==> config.mk <==
export PLATFORM = sky130hd
export DESIGN_NAME = three_axis_fir_filter
export DESIGN_NICKNAME = d
export VERILOG_FILES = /design/src/hw/rtl/fir3_pkg.sv /design/src/hw/rtl/three_axis_fir_filter.sv /design/src/hw/rtl/fir3_lane.sv /design/src/hw/rtl/fir3_ctrl.sv
export VERILOG_INCLUDE_DIRS = /design/src /design/src/hw/rtl
export SDC_FILE = /design/constraint.sdc
export NUM_CORES = 2
export LEC_CHECK = 0
export BUFFER_PORTS_ARGS = -buffer_cell sky130_fd_sc_hd__buf_2
export CORE_MARGIN = 4
export CORE_UTILIZATION = 60
export CTS_CLUSTER_DIAMETER = 150
export DETAILED_ROUTE_END_ITERATION = 10
export PLACE_DENSITY_LB_ADDON = 0.1
export SYNTH_ARGS = -nofsm -noshare
export SYNTH_HDL_FRONTEND = slang
export SYNTH_SLANG_ARGS = --single-unit
==> constraint.sdc <==
create_clock -name clk -period 10.8 [get_ports clk]
set_clock_uncertainty 0.15 [all_clocks]
set_input_delay 1.62 -clock clk [delete_from_list [all_inputs] [get_ports clk]]
set_output_delay 1.62 -clock clk [all_outputs]
set_load 0.02 [all_outputs]
==> src/hw/rtl/assert_macros.svh <==
// Assertion macros for the RTL file that carries checks (the filter top level).
`ifndef ASSERT_MACROS_SVH
`define ASSERT_MACROS_SVH

// Same-cycle implication, disabled while reset is asserted.
`define ASSERT_IMPLIES(label, clk, rst_n, ante, cons, msg) \
	label: assert property (@(posedge clk) disable iff (!rst_n) (ante) |-> (cons)) \
		else $error(msg);

// Next-cycle implication, disabled while reset is asserted.
`define ASSERT_NEXT(label, clk, rst_n, ante, cons, msg) \
	label: assert property (@(posedge clk) disable iff (!rst_n) (ante) |=> (cons)) \
		else $error(msg);

`endif

==> src/hw/rtl/fir3_pkg.sv <==
// Shared constants, types and coefficient ROM of the three-axis FIR filter.
package fir3_pkg;

	localparam int TAP_COUNT_DEF       = 25;
	localparam int SAMPLE_BITS_DEF     = 16;
	localparam int COEFF_FRAC_BITS_DEF = 23;

	localparam int ROM_TAPS      = 25;
	localparam int ROM_IDX_BITS  = $clog2(ROM_TAPS);
	localparam int ROM_FRAC_BITS = 23;
	localparam int ACC_BITS      = 32;
	localparam int DIGIT_BITS    = 4;
	localparam int AXES          = 3;

	// Symmetric Q1.23 coefficients, centre tap at index 12.
	localparam int COEFF_ROM [ROM_TAPS] = '{
		-63043, -90290, 84303, 15475, -166160, 191242, 36783, -386330,
		470808, 57059, -1143937, 2258543, 5657835, 2258543, -1143937,
		57059, 470808, -386330, 36783, 191242, -166160, 15475, 84303,
		-90290, -63043
	};

	// Per-cycle controls from the sequencer to each axis lane.
	typedef struct packed {
		logic load;   // shift a new sample into the delay line, clear the sum
		logic step;   // process one digit of the current tap
		logic first;  // first digit of a tap: take sample and coefficient fresh
		logic last;   // last (signed) digit of a tap: rotate the delay line
	} fir3_ctl_t;

	// Coefficient of one tap, rescaled to the requested fraction width.
	// Taps past the ROM are zero; narrowing the fraction truncates the magnitude.
	function automatic logic [ACC_BITS-1:0] tap_coeff(input int unsigned idx,
		input int frac_bits);
		logic [ACC_BITS-1:0] mag;
		logic                neg;
		int                  c;
		if (idx >= ROM_TAPS) begin
			return '0;
		end
		c   = COEFF_ROM[ROM_IDX_BITS'(idx)];
		neg = (c < 0);
		mag = neg ? ACC_BITS'(-c) : ACC_BITS'(c);
		if (frac_bits >= ROM_FRAC_BITS) begin
			mag = mag << (frac_bits - ROM_FRAC_BITS);
		end else begin
			mag = mag >> (ROM_FRAC_BITS - frac_bits);
		end
		return neg ? (~mag + 1'b1) : mag;
	endfunction

endpackage

==> src/hw/rtl/three_axis_fir_filter.sv <==
// Three-axis FIR filter top level: sequencer, three lanes and output register.
// Each beat runs a 4-bit digit multiply-accumulate in every lane, once per tap and digit; the
// result then goes to the output register and m_tvalid, which is registered. No new beat is taken
// until that result has been captured, which waits for the output register to be free.
// A finished result waits in the output register while the next beat is processed.
// Reset (arst_n low, asynchronous) clears all delay lines, the sequencer and m_tvalid.
`include "assert_macros.svh"

module three_axis_fir_filter #(
	parameter int TAP_COUNT       = fir3_pkg::TAP_COUNT_DEF,
	parameter int SAMPLE_BITS     = fir3_pkg::SAMPLE_BITS_DEF,
	parameter int COEFF_FRAC_BITS = fir3_pkg::COEFF_FRAC_BITS_DEF,
	localparam int IN_BITS  = ((fir3_pkg::AXES * SAMPLE_BITS + 7) / 8) * 8,
	localparam int OUT_BITS = fir3_pkg::AXES * fir3_pkg::ACC_BITS
) (
	input  logic                clk,
	input  logic                arst_n,
	input  logic                s_tvalid,
	output logic                s_tready,
	// sample_x, sample_y, sample_z, zero fill to whole bytes
	input  logic [IN_BITS-1:0]  s_tdata,
	output logic                m_tvalid,
	input  logic                m_tready,
	// filtered_x, filtered_y, filtered_z
	output logic [OUT_BITS-1:0] m_tdata
);

	localparam int AB = fir3_pkg::ACC_BITS;

	fir3_pkg::fir3_ctl_t ctl;
	logic [AB-1:0]       coeff;
	logic                capture;
	logic [AB-1:0]       acc [fir3_pkg::AXES];
	logic [OUT_BITS-1:0] m_tdata_q;

	fir3_ctrl #(
		.TAP_COUNT       (TAP_COUNT),
		.SAMPLE_BITS     (SAMPLE_BITS),
		.COEFF_FRAC_BITS (COEFF_FRAC_BITS)
	) u_ctrl (
		.clk      (clk),
		.arst_n   (arst_n),
		.s_tvalid (s_tvalid),
		.s_tready (s_tready),
		.m_tvalid (m_tvalid),
		.m_tready (m_tready),
		.ctl      (ctl),
		.coeff    (coeff),
		.capture  (capture)
	);

	for (genvar a = 0; a < fir3_pkg::AXES; a++) begin : g_lane
		fir3_lane #(
			.TAP_COUNT   (TAP_COUNT),
			.SAMPLE_BITS (SAMPLE_BITS)
		) u_lane (
			.clk    (clk),
			.arst_n (arst_n),
			.ctl    (ctl),
			.coeff  (coeff),
			.sample (s_tdata[a*SAMPLE_BITS +: SAMPLE_BITS]),
			.acc    (acc[a])
		);
	end

	always_ff @(posedge clk) begin
		if (capture) begin
			for (int a = 0; a < fir3_pkg::AXES; a++) begin
				m_tdata_q[a*AB +: AB] <= acc[a];
			end
		end
	end

	assign m_tdata = m_tdata_q;

	`ASSERT_NEXT(a_capture_shows, clk, arst_n, capture, m_tvalid, "captured result not presented")
	`ASSERT_IMPLIES(a_capture_free, clk, arst_n, capture, (!m_tvalid || m_tready), "result overwritten before taken")
	`ASSERT_NEXT(a_busy_after_beat, clk, arst_n, (s_tvalid && s_tready), !s_tready, "input taken while busy")

endmodule

==> src/hw/rtl/fir3_lane.sv <==
// One axis: circulating delay line and a digit-serial multiply-accumulate.
module fir3_lane #(
	parameter int TAP_COUNT   = fir3_pkg::TAP_COUNT_DEF,
	parameter int SAMPLE_BITS = fir3_pkg::SAMPLE_BITS_DEF
) (
	input  logic                              clk,
	input  logic                              arst_n,
	input  fir3_pkg::fir3_ctl_t               ctl,
	input  logic [fir3_pkg::ACC_BITS-1:0]     coeff,
	input  logic signed [SAMPLE_BITS-1:0]     sample,
	output logic [fir3_pkg::ACC_BITS-1:0]     acc
);

	localparam int DB     = fir3_pkg::DIGIT_BITS;
	localparam int DIGITS = (SAMPLE_BITS + DB - 1) / DB;
	localparam int PAD    = DIGITS * DB;
	localparam int AB     = fir3_pkg::ACC_BITS;

	// Entry 0 holds the sample of the tap being processed.
	logic signed [SAMPLE_BITS-1:0] ring_q [TAP_COUNT];
	logic [PAD-1:0]                samp_sh_q;
	logic [AB-1:0]                 coef_sh_q;
	logic [AB-1:0]                 acc_q;

	logic [PAD-1:0]                cur_samp;
	logic signed [AB-1:0]          cur_coef;
	logic signed [DB:0]            digit_ext;
	logic signed [AB-1:0]          prod;

	always_comb begin
		cur_samp  = ctl.first ? PAD'(ring_q[0]) : samp_sh_q;
		cur_coef  = ctl.first ? coeff : coef_sh_q;
		// The highest digit carries the sign of the sample.
		digit_ext = {ctl.last & cur_samp[DB-1], cur_samp[DB-1:0]};
		prod      = cur_coef * digit_ext;
	end

	always_ff @(posedge clk or negedge arst_n) begin
		if (!arst_n) begin
			for (int k = 0; k < TAP_COUNT; k++) begin
				ring_q[k] <= '0;
			end
		end else if (ctl.load) begin
			ring_q[0] <= sample;
			for (int k = 1; k < TAP_COUNT; k++) begin
				ring_q[k] <= ring_q[k-1];
			end
		end else if (ctl.step && ctl.last) begin
			// After a full pass of rotations the line is back in order.
			for (int k = 0; k < TAP_COUNT - 1; k++) begin
				ring_q[k] <= ring_q[k+1];
			end
			ring_q[TAP_COUNT-1] <= ring_q[0];
		end
	end

	always_ff @(posedge clk) begin
		if (ctl.load) begin
			acc_q <= '0;
		end else if (ctl.step) begin
			acc_q     <= acc_q + prod;
			samp_sh_q <= cur_samp >> DB;
			coef_sh_q <= cur_coef << DB;
		end
	end

	assign acc = acc_q;

endmodule

==> src/hw/rtl/fir3_ctrl.sv <==
// Sequencer: handshakes, tap and digit counters, coefficient lookup.
module fir3_ctrl #(
	parameter int TAP_COUNT       = fir3_pkg::TAP_COUNT_DEF,
	parameter int SAMPLE_BITS     = fir3_pkg::SAMPLE_BITS_DEF,
	parameter int COEFF_FRAC_BITS = fir3_pkg::COEFF_FRAC_BITS_DEF
) (
	input  logic                          clk,
	input  logic                          arst_n,
	input  logic                          s_tvalid,
	output logic                          s_tready,
	output logic                          m_tvalid,
	input  logic                          m_tready,
	output fir3_pkg::fir3_ctl_t           ctl,
	output logic [fir3_pkg::ACC_BITS-1:0] coeff,
	output logic                          capture
);

	localparam int DB       = fir3_pkg::DIGIT_BITS;
	localparam int DIGITS   = (SAMPLE_BITS + DB - 1) / DB;
	localparam int TAP_BITS = $clog2(TAP_COUNT);
	localparam int DIG_BITS = $clog2(DIGITS);
	localparam logic [TAP_BITS-1:0] TapLast = TAP_BITS'(TAP_COUNT - 1);
	localparam logic [DIG_BITS-1:0] DigLast = DIG_BITS'(DIGITS - 1);

	typedef enum logic [1:0] {
		IDLE,
		RUN,
		DONE
	} state_t;

	state_t              state_q;
	logic [TAP_BITS-1:0] tap_q;
	logic [DIG_BITS-1:0] dig_q;
	logic                m_tvalid_q;
	logic                out_free;

	assign out_free = !m_tvalid_q || m_tready;
	assign s_tready = (state_q == IDLE);
	assign m_tvalid = m_tvalid_q;
	assign capture  = (state_q == DONE) && out_free;
	assign coeff    = fir3_pkg::tap_coeff(32'(tap_q), COEFF_FRAC_BITS);

	always_comb begin
		ctl.load  = s_tvalid && (state_q == IDLE);
		ctl.step  = (state_q == RUN);
		ctl.first = (dig_q == '0);
		ctl.last  = (dig_q == DigLast);
	end

	always_ff @(posedge clk or negedge arst_n) begin
		if (!arst_n) begin
			state_q    <= IDLE;
			tap_q      <= '0;
			dig_q      <= '0;
			m_tvalid_q <= 1'b0;
		end else begin
			if (capture) begin
				m_tvalid_q <= 1'b1;
			end else if (m_tready) begin
				m_tvalid_q <= 1'b0;
			end
			unique case (state_q)
				IDLE: begin
					if (s_tvalid) begin
						state_q <= RUN;
						tap_q   <= '0;
						dig_q   <= '0;
					end
				end
				RUN: begin
					if (dig_q == DigLast) begin
						dig_q <= '0;
						if (tap_q == TapLast) begin
							tap_q   <= '0;
							state_q <= DONE;
						end else begin
							tap_q <= tap_q + 1'b1;
						end
					end else begin
						dig_q <= dig_q + 1'b1;
					end
				end
				DONE: begin
					if (out_free) begin
						state_q <= IDLE;
					end
				end
				default: begin
					state_q <= IDLE;
				end
			endcase
		end
	end

endmodule
==> results.json <==
{
  "run_status": "completed",
  "ys_types": 97,
  "clk_pin_slew_ps": 60,
  "crit_buf_inv": 5,
  "fin_setup_tns_ps": 0,
  "die_x_um": 372.3,
  "critPathLaunchType": "register",
  "fillers": 10710,
  "min_period_over_period_pct": 91.91,
  "syn_area_mm2": 0.07962,
  "setup_violations": 0,
  "rsz0062_at_grt": "no",
  "critPathArrivalTime_ps": 10420,
  "async_reset_ff_share_pct": 82.54,
  "r2r_cells": 29,
  "required_ps": 11290,
  "grt_pass1_vias": 59100,
  "post-route-min-period_ps": 9927,
  "antenna_found_initial": 4,
  "via_count": 63240,
  "hold_depth": 0,
  "cp_max_fo": 15,
  "start_util_pct": 60.49,
  "layout-drive-gt1-share_pct": 6.457,
  "ios": 150,
  "synth_flop_cell": "dfrtp_1",
  "critPathSlowestCell": "a2111oi_0",
  "wl_per_cell_um": 17.14,
  "slew_headroom_pct": 11.83,
  "cts_tree": "done",
  "grt_pass1_wl_um": 309700,
  "end_kind": "register",
  "layout_commonest_cell": "nand2_1",
  "ys_seq_area_share_pct": 46.48,
  "synth_area_per_cell_um2": 8.580,
  "path_delay_family": "compound AO/OA/AOI/OAI gates",
  "die_y_um": 372.3,
  "grt_usage_pct": 27.15,
  "htree_num_levels": 4,
  "max_freq_mhz": 100.7,
  "clock-sinks": 1466,
  "viasPerCell": 5.804,
  "ys_warn_count": 0,
  "drv_cap": 0,
  "drc": 0,
  "grt.overflow.total": 0,
  "ctsHoldBuffers": 0,
  "clockRootBuffer": "clkbuf_16",
  "drv_slew": 0,
  "cp_slowest_stage_delay_ps": 710,
  "finalHoldViolCount": 0,
  "tightest_slew_ps": 1318,
  "grt_max_degree": 264,
  "hold_path.class": "reg -> reg",
  "post_cts_buffers": 0,
  "synth_nets": 9871,
  "clk_latency_ps": 800,
  "rows": 133,
  "io_buffers": 149,
  "cts_buffers": 154,
  "synth_cells": 9280,
  "path_depth": 29,
  "synth_seq_cells": 1466,
  "gp_congestion": 0.9032,
  "wirelength_um": 186700,
  "criticalPathCategory": "reg -> reg",
  "ant_nets": 0,
  "syn_to_final_growth_pct": 8.146,
  "drtIter0Drc": 6013,
  "die_area_mm2": 0.1386,
  "firstDrtPassIters": 7,
  "synth_edf_count": 160,
  "hpwl_um": 118900,
  "final_nets": 9606,
  "final_cell_mix": "2620 x nand2_1, 1566 x nor2_1, 1228 x a31oi_1",
  "core_area_mm2": 0.1316,
  "clk_path_buf_depth": 3,
  "cts_resized": 0
}
flip-flops by register name (all words and copies together) (netlist names):
signal,cells
g_lane.u_lane.acc,96
g_lane.u_lane.coef_sh_q,28
g_lane.u_lane.ring_q,1200
g_lane.u_lane.samp_sh_q,36
m_tdata,96
u_ctrl.dig_q,2
u_ctrl.m_tvalid,1
u_ctrl.state_q,2
u_ctrl.tap_q,5
worst reg2reg max path, delay by kind of cell, from the launching register on:
| family | cells | cell delay (ps) |
|---|---|---|
| compound gates | 11 | 3390 |
| xor+xnor | 1 | 620 |
| fa+ha+maj | 7 | 2830 |
| buf+inv | 5 | 670 |
| flops | 1 | 640 |
| simple gates | 5 | 1500 |
metal layers:
| metal | vias up | wire length (µm) | global-route usage [%] |
|---|---|---|---|
| li1 | 30310 | - | - |
| met1 | 30950 | 82740 | 38.64 |
| met4 | 0 | 6186 | 8.891 |
| met5 | - | 0 | 0 |
| met2 | 1648 | 87550 | 43.00 |
| met3 | 337 | 10260 | 4.319 |
cell families (layout without fill, tap and decap cells):
| group | after synthesis | in the layout | synth area share (%) |
|---|---|---|---|
| other | 0 | 4 | 0 |
| flip-flops | 1466 | 1466 | 46.48 |
| XOR/XNOR | 110 | 110 | 1.229 |
| multiplexers | 54 | 54 | 0.7370 |
| AO/OA/AOI/OAI | 1729 | 1729 | 13.82 |
| buffers and inverters | 995 | 853 | 4.772 |
| AND/OR/NAND/NOR | 4387 | 4387 | 21.28 |
| adder cells (fa/ha/maj) | 539 | 539 | 11.69 |
Yosys cell counts (23+ instances only):
library cell	number	area [µm²]
a31oi_1	1228	7682
mux2_2	37	416.7
a21oi_1	107	535.5
a21o_1	50	375.4
edfxtp_1	160	4805
xor2_1	42	367.9
o21a_1	23	172.7
nand3_1	56	280.3
o21ai_0	149	745.7
xnor2_1	66	578.1
inv_1	323	1212
nor2_1	1567	5882
dfrtp_1	1210	30280
ha_1	197	2465
nand2_1	2621	9838
dfxtp_1	96	1922
fa_1	342	6847
clkbuf_1	615	2308
and2_1	25	156.4
buf_1	30	112.6
path summary, 6_finish.rpt:
path | startpoint | end | slack [ps]
min in group asynchronous | arst_n | g_lane[1].u_lane.ring_q[251] | 630
hold reg to reg | g_lane[2].u_lane.acc[16] | m_tdata[80] | 290
setup reg to reg | u_ctrl.tap_q[1] | g_lane[2].u_lane.acc[28] | 870
max in group asynchronous | arst_n | g_lane[0].u_lane.ring_q[35] | 7310
hold / removal | g_lane[2].u_lane.acc[16] | m_tdata[80] | 290
setup / recovery | u_ctrl.tap_q[1] | g_lane[2].u_lane.acc[28] | 870
metrics by stage:
step / utilization, % / hold slack [ps] / cell area [µm²] / worst slack, ps / cells
finish: 65.42 / 286.2 / 86110 / 873.3 / 10900
global route: 65.41 / 312.9 / 86100 / 243.5 / 10890
global placement: 61.57 / 263.2 / 81050 / 1263 / 10610
CTS: 65.41 / 287.9 / 86100 / 1037 / 10890
detailed placement: 61.57 / 274.5 / 81050 / 1071 / 10610
floorplan: - / 258.2 / 79620 / 2074 / 9280
layout make-up:
class	instances	area (µm²)	area share [%]
Antenna cell	4	10.01	0.01162
Clock buffer	223	4385	5.093
Clock inverter	56	665.6	0.7730
Inverter	329	1237	1.437
Multi-Input combinational cell	6819	38940	45.22
Sequential cell	1466	37010	42.97
Tap cell	1755	2196	2.550
Timing Repair Buffer	245	1669	1.938
Power is not shown: default switching activity piles up to over one toggle a cycle in this logic, so the estimate is an artifact.
